`config.mk`:
```
export PLATFORM = sky130hd
export DESIGN_NAME = ring_color_sorter_core_flat
export DESIGN_NICKNAME = d
export VERILOG_FILES = /design/src/design/rcs_pkg.sv /design/src/design/rcs_in_if.sv /design/src/design/rcs_out_if.sv /design/src/design/rcs_classify.sv /design/src/design/rcs_cell.sv /design/src/design/ring_color_sorter_core.sv /design/src/flat_wrapper.sv
export SDC_FILE = /design/constraint.sdc
export NUM_CORES = 1
export LEC_CHECK = 0
export BUFFER_PORTS_ARGS = -buffer_cell sky130_fd_sc_hd__buf_2
export CORE_ASPECT_RATIO = 0.9
export CORE_MARGIN = 2
export CORE_UTILIZATION = 45
export CTS_CLUSTER_DIAMETER = 60
export DETAILED_ROUTE_END_ITERATION = 10
export PLACE_DENSITY = 0.66
export SYNTH_ARGS = -nofsm -noshare
export SYNTH_HDL_FRONTEND = slang
export SYNTH_SLANG_ARGS = --single-unit
```
`constraint.sdc`:
```
create_clock -name i_clk -period 5.89 [get_ports i_clk]
set_input_delay 1.178 -clock i_clk [delete_from_list [all_inputs] [get_ports i_clk]]
set_output_delay 1.178 -clock i_clk [all_outputs]
set_load 0.02 [all_outputs]
```
`src/design/rcs_pkg.sv`:
```
// shared types and constants of the ring colour sorter
package rcs_pkg;

    // field widths
    localparam int HUE_W       = 9;
    localparam int PROX_W      = 8;
    localparam int DIST_W      = 14;
    localparam int COUNT_OUT_W = 4;
    localparam int CFG_IDX_W   = 3;
    localparam int CFG_DATA_W  = 14;

    // colour codes
    typedef logic [1:0] t_color;
    localparam t_color COLOR_NONE = 2'd0;
    localparam t_color COLOR_RED  = 2'd1;
    localparam t_color COLOR_BLUE = 2'd2;

    // proximity a ring must exceed to be classified
    localparam logic [PROX_W-1:0] PROX_MIN = 8'd180;

    // register indexes
    localparam logic [CFG_IDX_W-1:0] REG_RED_BOUND     = 3'd0;
    localparam logic [CFG_IDX_W-1:0] REG_BLUE_BOUND    = 3'd1;
    localparam logic [CFG_IDX_W-1:0] REG_SORT_DISTANCE = 3'd2;
    localparam logic [CFG_IDX_W-1:0] REG_SORT_ENABLE   = 3'd3;
    localparam logic [CFG_IDX_W-1:0] REG_REJECT_COLOR  = 3'd4;
    localparam logic [CFG_IDX_W-1:0] REG_ARMED         = 3'd5;

    // register reset values
    localparam logic [HUE_W-1:0]  RED_BOUND_RST     = 9'd20;
    localparam logic [HUE_W-1:0]  BLUE_BOUND_RST    = 9'd180;
    localparam logic [DIST_W-1:0] SORT_DISTANCE_RST = 14'd100;

    // shift control broadcast along the cell row
    typedef struct packed {
        logic   push;
        logic   pop;
        t_color color;
    } t_cell_ctrl;

endpackage

```
`src/design/rcs_in_if.sv`:
```
// sensor sample channel
interface rcs_in_if;
    import rcs_pkg::*;

    logic                valid;
    logic                ready;
    logic [HUE_W-1:0]    hue;
    logic [PROX_W-1:0]   proximity;
    logic [DIST_W-1:0]   distance;

    modport source (output valid, output hue, output proximity, output distance,
                    input ready);
    modport sink   (input valid, input hue, input proximity, input distance,
                    output ready);
endinterface

```
`src/design/rcs_out_if.sv`:
```
// sorter result channel
interface rcs_out_if;
    import rcs_pkg::*;

    logic                   valid;
    logic                   ready;
    logic                   extend_cmd;
    logic                   retract_cmd;
    logic                   ejector_state;
    logic [1:0]             front_color;
    logic [COUNT_OUT_W-1:0] ring_count;
    logic                   overflow;
    logic                   lamp_on;

    modport source (output valid, output extend_cmd, output retract_cmd,
                    output ejector_state, output front_color, output ring_count,
                    output overflow, output lamp_on, input ready);
    modport sink   (input valid, input extend_cmd, input retract_cmd,
                    input ejector_state, input front_color, input ring_count,
                    input overflow, input lamp_on, output ready);
endinterface

```
`src/design/rcs_classify.sv`:
```
// colour classification and ejector proximity test of one sample
module rcs_classify (
    input  logic [rcs_pkg::HUE_W-1:0]  i_hue,
    input  logic [rcs_pkg::PROX_W-1:0] i_proximity,
    input  logic [rcs_pkg::DIST_W-1:0] i_distance,
    input  logic [rcs_pkg::HUE_W-1:0]  i_red_bound,
    input  logic [rcs_pkg::HUE_W-1:0]  i_blue_bound,
    input  logic [rcs_pkg::DIST_W-1:0] i_sort_distance,
    output rcs_pkg::t_color            o_color,
    output logic                       o_near
);
    import rcs_pkg::*;

    logic w_close;

    // red wins over blue when both bounds match
    assign w_close = (i_proximity > PROX_MIN);

    always_comb begin
        if (w_close && (i_hue < i_red_bound)) begin
            o_color = COLOR_RED;
        end else if (w_close && (i_hue > i_blue_bound)) begin
            o_color = COLOR_BLUE;
        end else begin
            o_color = COLOR_NONE;
        end
    end

    // ring at the ejector
    assign o_near = (i_distance < i_sort_distance);
endmodule

```
`src/design/rcs_cell.sv`:
```
// one slot of the shifting ring queue; slot 0 is the front
module rcs_cell #(
    parameter int CELL_IDX = 0,
    parameter int CNT_W    = 4
) (
    input  logic                i_clk,
    input  rcs_pkg::t_cell_ctrl i_ctrl,
    input  logic [CNT_W-1:0]    i_count,
    input  rcs_pkg::t_color     i_right_color,
    output rcs_pkg::t_color     o_color,
    output rcs_pkg::t_color     o_next_color
);
    import rcs_pkg::*;

    t_color r_color;
    t_color n_color;
    logic   w_ins_here;
    logic   w_ins_right;

    // new ring lands at slot count, or one slot lower when the queue shifts
    assign w_ins_here  = i_ctrl.push && (i_count == CNT_W'(CELL_IDX));
    assign w_ins_right = i_ctrl.push && (i_count == CNT_W'(CELL_IDX + 1));

    always_comb begin
        if (i_ctrl.pop) begin
            n_color = w_ins_right ? i_ctrl.color : i_right_color;
        end else begin
            n_color = w_ins_here ? i_ctrl.color : r_color;
        end
    end

    // slot contents need no reset: only occupied slots are read
    always_ff @(posedge i_clk) begin
        r_color <= n_color;
    end

    assign o_color      = r_color;
    assign o_next_color = n_color;
endmodule

```
`src/design/ring_color_sorter_core.sv`:
```
// ring colour sorter: classifier, shifting ring queue of cells and ejector control
//
// One sensor sample is taken per clock while the output side takes results, and
// its result appears in the output register on the next clock. A sample is
// taken whenever the output register is empty or being emptied in the same
// cycle. The ring queue is a row of FIFO_DEPTH cells that shift towards the
// front on each pop, so the front colour is read from the first cell whenever
// the queue holds a ring. Registers are written through the plain write port
// and should only change while no sample is in flight.
module ring_color_sorter_core #(
    parameter int FIFO_DEPTH = 8
) (
    input  logic                            i_clk,
    input  logic                            i_rst_n,
    input  logic                            i_cfg_we,
    input  logic [rcs_pkg::CFG_IDX_W-1:0]   i_cfg_idx,
    input  logic [rcs_pkg::CFG_DATA_W-1:0]  i_cfg_data,
    rcs_in_if.sink                          i_in,
    rcs_out_if.source                       o_out
);
    import rcs_pkg::*;

    localparam int CNT_W = $clog2(FIFO_DEPTH + 1);

    // configuration registers
    logic [HUE_W-1:0]  r_red_bound;
    logic [HUE_W-1:0]  r_blue_bound;
    logic [DIST_W-1:0] r_sort_distance;
    logic              r_sort_enable;
    t_color            r_reject_color;
    logic              r_armed;

    always_ff @(posedge i_clk) begin
        if (!i_rst_n) begin
            r_red_bound     <= RED_BOUND_RST;
            r_blue_bound    <= BLUE_BOUND_RST;
            r_sort_distance <= SORT_DISTANCE_RST;
            r_sort_enable   <= 1'b0;
            r_reject_color  <= COLOR_NONE;
            r_armed         <= 1'b0;
        end else if (i_cfg_we) begin
            case (i_cfg_idx)
                REG_RED_BOUND:     r_red_bound     <= i_cfg_data[HUE_W-1:0];
                REG_BLUE_BOUND:    r_blue_bound    <= i_cfg_data[HUE_W-1:0];
                REG_SORT_DISTANCE: r_sort_distance <= i_cfg_data[DIST_W-1:0];
                REG_SORT_ENABLE:   r_sort_enable   <= i_cfg_data[0];
                REG_REJECT_COLOR:  r_reject_color  <= i_cfg_data[1:0];
                REG_ARMED:         r_armed         <= i_cfg_data[0];
                default: ;
            endcase
        end
    end

    // tracking state
    t_color           r_last_color;
    logic             r_last_near;
    logic [CNT_W-1:0] r_count;
    logic             r_ejector;
    logic             r_out_valid;

    t_color           w_color;
    logic             w_near;
    logic             w_accept;
    logic             w_active;
    logic             w_step;
    logic             w_new_color;
    logic             w_full;
    logic             w_push;
    logic             w_ovf;
    logic             w_rise;
    logic             w_fall;
    logic             w_pop;
    t_color           w_front_pre;
    logic             w_extend;
    logic             w_retract;
    logic             n_ejector;
    logic [CNT_W-1:0] n_count;
    t_color           n_front;
    logic [CNT_W+COUNT_OUT_W-1:0] w_count_ext;
    t_cell_ctrl       w_ctrl;
    t_color           w_cell_color [FIFO_DEPTH];
    t_color           w_cell_next  [FIFO_DEPTH];

    // handshake: the output register frees up in the cycle it is taken
    assign i_in.ready = !r_out_valid || o_out.ready;
    assign w_accept   = i_in.valid && i_in.ready;
    assign w_active   = r_armed && r_sort_enable;
    assign w_step     = w_accept && w_active;

    rcs_classify u_classify (
        .i_hue           (i_in.hue),
        .i_proximity     (i_in.proximity),
        .i_distance      (i_in.distance),
        .i_red_bound     (r_red_bound),
        .i_blue_bound    (r_blue_bound),
        .i_sort_distance (r_sort_distance),
        .o_color         (w_color),
        .o_near          (w_near)
    );

    // push on a change to red or blue, drop when full
    assign w_new_color = w_step && (w_color != r_last_color) && (w_color != COLOR_NONE);
    assign w_full      = (r_count == CNT_W'(FIFO_DEPTH));
    assign w_push      = w_new_color && !w_full;
    assign w_ovf       = w_new_color && w_full;

    // distance edges
    assign w_rise = w_step && w_near && !r_last_near;
    assign w_fall = w_step && !w_near && r_last_near;

    // front seen by the rising edge includes a ring pushed this transaction
    always_comb begin
        if (r_count != '0) begin
            w_front_pre = w_cell_color[0];
        end else if (w_push) begin
            w_front_pre = w_color;
        end else begin
            w_front_pre = COLOR_NONE;
        end
    end

    assign w_pop     = w_rise && ((r_count != '0) || w_push);
    assign w_extend  = w_rise && (w_front_pre == r_reject_color);
    assign w_retract = w_fall && r_ejector;
    assign n_ejector = w_extend ? 1'b1 : (w_retract ? 1'b0 : r_ejector);
    assign n_count   = r_count + CNT_W'(w_push) - CNT_W'(w_pop);
    assign n_front   = (n_count == '0) ? COLOR_NONE : w_cell_next[0];
    assign w_count_ext = {{COUNT_OUT_W{1'b0}}, n_count};

    // row of queue cells
    assign w_ctrl.push  = w_push;
    assign w_ctrl.pop   = w_pop;
    assign w_ctrl.color = w_color;

    for (genvar g = 0; g < FIFO_DEPTH; g++) begin : g_cell
        rcs_cell #(
            .CELL_IDX (g),
            .CNT_W    (CNT_W)
        ) u_cell (
            .i_clk         (i_clk),
            .i_ctrl        (w_ctrl),
            .i_count       (r_count),
            .i_right_color ((g == FIFO_DEPTH - 1) ? w_color : w_cell_color[(g + 1) % FIFO_DEPTH]),
            .o_color       (w_cell_color[g]),
            .o_next_color  (w_cell_next[g])
        );
    end

    // tracking state update
    always_ff @(posedge i_clk) begin
        if (!i_rst_n) begin
            r_last_color <= COLOR_NONE;
            r_last_near  <= 1'b0;
            r_count      <= '0;
            r_ejector    <= 1'b0;
        end else if (w_step) begin
            r_last_color <= w_color;
            r_last_near  <= w_near;
            r_count      <= n_count;
            r_ejector    <= n_ejector;
        end
    end

    // output register
    logic                   r_extend;
    logic                   r_retract;
    logic                   r_ej_state;
    t_color                 r_front;
    logic [COUNT_OUT_W-1:0] r_ring_count;
    logic                   r_overflow;
    logic                   r_lamp;

    always_ff @(posedge i_clk) begin
        if (!i_rst_n) begin
            r_out_valid <= 1'b0;
        end else if (w_accept) begin
            r_out_valid <= 1'b1;
        end else if (o_out.ready) begin
            r_out_valid <= 1'b0;
        end
    end

    always_ff @(posedge i_clk) begin
        if (w_accept) begin
            r_extend     <= w_extend;
            r_retract    <= w_retract;
            r_ej_state   <= n_ejector;
            r_front      <= n_front;
            r_ring_count <= w_count_ext[COUNT_OUT_W-1:0];
            r_overflow   <= w_ovf;
            r_lamp       <= w_active;
        end
    end

    assign o_out.valid         = r_out_valid;
    assign o_out.extend_cmd    = r_extend;
    assign o_out.retract_cmd   = r_retract;
    assign o_out.ejector_state = r_ej_state;
    assign o_out.front_color   = r_front;
    assign o_out.ring_count    = r_ring_count;
    assign o_out.overflow      = r_overflow;
    assign o_out.lamp_on       = r_lamp;

    // checks
    a_count_bound: assert property (@(posedge i_clk) disable iff (!i_rst_n)
        r_count <= CNT_W'(FIFO_DEPTH))
        else $error("ring count beyond queue depth");

    a_extend_state: assert property (@(posedge i_clk) disable iff (!i_rst_n)
        o_out.valid && o_out.extend_cmd |-> o_out.ejector_state)
        else $error("extend reported with ejector retracted");

    a_idle_quiet: assert property (@(posedge i_clk) disable iff (!i_rst_n)
        o_out.valid && !o_out.lamp_on |->
            !o_out.extend_cmd && !o_out.retract_cmd && !o_out.overflow)
        else $error("pulse reported while sorting disabled");

    a_overflow_full: assert property (@(posedge i_clk) disable iff (!i_rst_n)
        w_accept && w_ovf |=> r_count == CNT_W'(FIFO_DEPTH) || $past(w_pop))
        else $error("overflow without a full queue");
endmodule
```
`src/flat_wrapper.sv`:
```
// flat-port wrapper written by rule: the top's interface ports become plain ports
module ring_color_sorter_core_flat import rcs_pkg::*;
#(
    parameter int FIFO_DEPTH = 8
)
  (i_clk, i_rst_n, i_cfg_we, i_cfg_idx, i_cfg_data, i_in_valid, i_in_hue, i_in_proximity, i_in_distance, i_in_ready, o_out_valid, o_out_extend_cmd, o_out_retract_cmd, o_out_ejector_state, o_out_front_color, o_out_ring_count, o_out_overflow, o_out_lamp_on, o_out_ready);
  rcs_in_if i_in_i ();
  rcs_out_if o_out_i ();
  input  logic i_clk;
  input  logic i_rst_n;
  input  logic i_cfg_we;
  input  logic [rcs_pkg::CFG_IDX_W-1:0] i_cfg_idx;
  input  logic [rcs_pkg::CFG_DATA_W-1:0] i_cfg_data;
  input wire logic [$bits(i_in_i.valid)-1:0] i_in_valid;
  input wire logic [$bits(i_in_i.hue)-1:0] i_in_hue;
  input wire logic [$bits(i_in_i.proximity)-1:0] i_in_proximity;
  input wire logic [$bits(i_in_i.distance)-1:0] i_in_distance;
  output wire logic [$bits(i_in_i.ready)-1:0] i_in_ready;
  output wire logic [$bits(o_out_i.valid)-1:0] o_out_valid;
  output wire logic [$bits(o_out_i.extend_cmd)-1:0] o_out_extend_cmd;
  output wire logic [$bits(o_out_i.retract_cmd)-1:0] o_out_retract_cmd;
  output wire logic [$bits(o_out_i.ejector_state)-1:0] o_out_ejector_state;
  output wire logic [$bits(o_out_i.front_color)-1:0] o_out_front_color;
  output wire logic [$bits(o_out_i.ring_count)-1:0] o_out_ring_count;
  output wire logic [$bits(o_out_i.overflow)-1:0] o_out_overflow;
  output wire logic [$bits(o_out_i.lamp_on)-1:0] o_out_lamp_on;
  input wire logic [$bits(o_out_i.ready)-1:0] o_out_ready;
  assign i_in_i.valid = i_in_valid;
  assign i_in_i.hue = i_in_hue;
  assign i_in_i.proximity = i_in_proximity;
  assign i_in_i.distance = i_in_distance;
  assign i_in_ready = i_in_i.ready;
  assign o_out_valid = o_out_i.valid;
  assign o_out_extend_cmd = o_out_i.extend_cmd;
  assign o_out_retract_cmd = o_out_i.retract_cmd;
  assign o_out_ejector_state = o_out_i.ejector_state;
  assign o_out_front_color = o_out_i.front_color;
  assign o_out_ring_count = o_out_i.ring_count;
  assign o_out_overflow = o_out_i.overflow;
  assign o_out_lamp_on = o_out_i.lamp_on;
  assign o_out_i.ready = o_out_ready;
  ring_color_sorter_core #(.FIFO_DEPTH(FIFO_DEPTH)) u_core (.i_clk(i_clk), .i_rst_n(i_rst_n), .i_cfg_we(i_cfg_we), .i_cfg_idx(i_cfg_idx), .i_cfg_data(i_cfg_data), .i_in(i_in_i), .o_out(o_out_i));
endmodule
```
==> metrics.md <==
| Metric | Value |
|---|---|
| Outcome | `finished, final reports clean` |
| Xor/xnor share of the synthesized area | `0.0105` |
| Mux contribution to synthesized area | `0.0582` |
| Asr flop ratio synth | `0` |
| Initial Util | `0.459` |
| Final hold violation count | `0` |
| Layout Skew | `13.6 ps` |
| CP Class | `input pin to register` |
| Seq/Total Area, Yosys | `0.372` |
| Detailed Routing Iterations Pass 1 | `4` |
| PortBufs | `65` |
| Simple-Gate Fraction of Synth Area | `0.183` |
| Switching Power | `262 uW` |
| # rows | `33` |
| Most common cell after layout, fill and taps aside | `nand2_1` |
| Final Cycle Share | `0.735` |
| Setup slack after layout | `1560 ps` |
| Nets@finish | `619` |
| Worst setup SP type | `input pin` |
| Latest clock arrival within the worst-skew pair | `360 ps` |
| DRT iter0 DRCs | `154` |
| Remaining antenna violation count after routing | `0` |
| DRC | `0` |
| Clock power frac | `0.402` |
| Post-synth EDFFs | `11` |
| Fin crit period | `4330 ps` |
| Detail Placement HPWL | `6910 um` |
| Pleak | `1.92 nW` |
| Layout area overhead | `14.8%` |
| Slew headroom | `0.199` |
| Main combinational cell family by area after synthesis | `compound AO/OA/AOI/OAI gates` |
| Die ar. | `10100 sq um` |
| Total CTS buffers | `9` |
| CP max FO | `12` |
| Die X | `106 um` |
| Layout cells sized above 1 | `0.184` |
| Post-synth net total | `560` |
| Peak Freq | `231 MHz` |
| WL/cell | `13.9 um` |
| Largest net degree at the start of global routing | `46` |
| R2R Path End | `u_core.o_out.front_color[0]$_SDFFCE_PN0P_` |
| Most frequent cells in the layout | `nand2_1 (86), buf_2 (65), dfxtp_1 (61)` |
| Hold depth | `2` |
| Post-CTS setup buffer count | `0` |
| WL final | `9130 um` |
| CTS tree | `yes` |
| Remaining Overflow, GRT | `0` |
| CTS max path bufs | `2` |
| Clock Sink Count | `72` |
| Slew @ Worst Pin | `1190 ps` |
| Setup TNS | `0 ps` |
| Part of the power in combinational logic | `0.106` |
| Flop and latch count out of synthesis | `72` |
| Clock transition at path regs | `70 ps` |
| GRT Total Usage | `0.192` |
| Fin Hold WS | `464 ps` |
| Synthesis Warnings | `0` |
| Detailed-route vias per instance | `5.15` |
| Int Pwr | `775 uW` |
| GP Congestion | `0.838` |
| Netlist cell types | `62` |
| R2R cell count | `15` |
| FF-to-FF Start | `u_core.r_blue_bound[6]$_SDFFE_PN0P_` |
| Syn Area/Cell | `8.90 sq um` |
| Antenna Cells | `0` |
| HP Start | `u_core.r_sort_distance[9]$_SDFFE_PN0P_` |
| Total Power | `1.04 mW` |
| Maximum VDD drop | `0.000136 V` |
| H-tree Lvls | `3` |
| Post-layout util | `0.528` |
| CP required | `5980 ps` |
| First-pass GRT wire length | `15300 um` |
| Worst slack, placed | `1190 ps` |
| Root Buffer | `clkbuf_8` |
| Cell count after synthesis | `469` |
| Die height | `95.4 um` |
| Register share of total power | `0.493` |
| Via count of the first global-routing pass | `3249` |
| Vias | `3371` |
| Hold Path Class | `register to register` |
| # setup viols final | `0` |
| Initial antenna violation count | `0` |
| CTS hold repair buffers | `0` |
| FILL cells | `885` |
| PwrDens | `217 nW/um^2` |
| Setup crit end kind | `register` |
| Compound-Gate Fraction of Synth Area | `0.198` |
| Core area | `9080 sq um` |
| Mapped cell area | `4170 sq um` |
| I/O pin total | `66` |
| Post-cts sizing count | `0` |
| Top_reg_cell synth | `dfxtp_1` |
| WHS Endpoint | `u_core.r_sort_distance[9]$_SDFFE_PN0P_` |
| RSZ-0062 raised after global routing | `no` |
| Max-Cap Viols | `0` |
| WP data arrival | `4420 ps` |
| Synthesized-area fraction occupied by adder cells | `0.116` |
| R2r setup slk | `2140 ps` |
| Switching Fraction | `0.253` |
| Fin. max-slew vios | `0` |
-- power groups by stage --
stage,logic [mW],clock network [mW],registers (mW)
after floorplan,0.0635,0,0.527
after detailed placement,0.110,0,0.523
after CTS,0.110,0.425,0.511
final,0.110,0.417,0.511
after global placement,0.107,0,0.523
after global routing,0.125,0.446,0.512
-- state kept, by name (all words and copies together) (netlist names), 2 cells and up --
name                          flops
u_core.g_cell.u_cell.o_color     16
u_core.r_reject_color             2
u_core.o_out.front_color          2
u_core.r_blue_bound               9
u_core.r_red_bound                9
u_core.r_last_color               2
u_core.r_count                    4
u_core.r_sort_distance           14
u_core.o_out.ring_count           4
-- per-stage QoR --
stage	cells	area [sq um]
floorplan	469	4170
global placement	639	4580
detailed placement	639	4580
CTS	655	4790
global route	655	4790
finish	655	4790
-- worst max path at each step --
stage                startpoint                                        end  slack [ps]  cells after the start
2_1_floorplan       i_in_hue[2]  u_core.o_out.front_color[0]$_SDFFCE_PN0P_        1230                     17
3_3_place_gp   i_in_distance[5]  u_core.o_out.front_color[0]$_SDFFCE_PN0P_        1300                     15
3_5_place_dp        o_out_ready  u_core.o_out.front_color[0]$_SDFFCE_PN0P_        1190                     14
4_1_cts             o_out_ready  u_core.o_out.front_color[0]$_SDFFCE_PN0P_        1580                     14
5_1_grt             o_out_ready  u_core.o_out.front_color[1]$_SDFFCE_PN0P_        1280                     14
6_report            o_out_ready  u_core.o_out.front_color[0]$_SDFFCE_PN0P_        1560                     14
-- cells by family (layout without fill, tap and decap cells) --
group / after synthesis / count (layout)
adders and majority gates: 38 / 38
muxes: 24 / 24
xor gates and xnor gates: 5 / 5
DFF: 72 / 72
buffers and inverters: 63 / 127
AOI/OAI and AO/OA: 108 / 108
and+or+nand+nor: 159 / 159
-- cell type report --
| class | instances | area (sq um) | share of cell area |
|---|---|---|---|
| multi-input combinational | 334 | 2360 | 0.493 |
| sequential | 72 | 1550 | 0.324 |
| timing repair buffer | 68 | 348 | 0.0726 |
| inverter | 43 | 161 | 0.0337 |
| tap | 122 | 153 | 0.0319 |
| clock buffer | 10 | 149 | 0.0311 |
| clock inverter | 6 | 65.1 | 0.0136 |
-- routing by layer --
| metal | wire length (um) | share of wire | global-route usage | up-vias |
|---|---|---|---|---|
| met5 | 0 | 0 | 0 | - |
| met4 | 78 | 0.0085 | 0.0746 | 0 |
| met3 | 268 | 0.029 | 0.0260 | 7 |
| met2 | 4020 | 0.44 | 0.305 | 62 |
| met1 | 4770 | 0.52 | 0.267 | 1548 |
| li1 | - | - | - | 1754 |
-- Yosys cell counts (2+ instances only) --
cell | instances | area [sq um]
o21ai_1 | 3 | 15.0
or2_1 | 2 | 12.5
o41a_1 | 2 | 22.5
dfxtp_1 | 61 | 1220
nand4_1 | 4 | 25.0
xnor2_1 | 3 | 26.3
nand3b_1 | 2 | 15.0
a21o_1 | 5 | 37.5
a21oi_1 | 15 | 75.1
nor2_1 | 19 | 71.3
and2_1 | 6 | 37.5
a21boi_0 | 30 | 225
nand2_1 | 86 | 323
a22oi_1 | 4 | 30.0
inv_1 | 43 | 161
nand3_1 | 7 | 35.0
ha_1 | 37 | 463
clkbuf_1 | 15 | 56.3
edfxtp_1 | 11 | 330
mux2_1 | 2 | 22.5
o211ai_1 | 11 | 82.6
mux2i_1 | 22 | 220
xor2_1 | 2 | 17.5
or4_1 | 2 | 15.0
a211oi_1 | 4 | 30.0
nand2b_1 | 4 | 25.0
o21ai_0 | 11 | 55.1
buf_6 | 2 | 22.5
a211o_1 | 2 | 17.5
and4_1 | 2 | 17.5
o211a_1 | 2 | 20.0
o21a_1 | 3 | 22.5
o31a_1 | 2 | 17.5
and3_1 | 3 | 18.8
nor2b_1 | 6 | 37.5
nor3_1 | 4 | 20.0
buf_4 | 2 | 15.0
nor3_2 | 4 | 40.0
-- critical path, stage by stage --
cell,delay [ps]
buf_2,70
nand2b_1,130
and2_1,480
nand2_1,390
a21oi_1,380
nand3_1,150
a21oi_2,180
ha_1,240
inv_1,50
ha_1,150
inv_1,50
fa_1,500
inv_1,70
o41a_1,400
No activity file was read; power rests on OpenSTA's default activity.
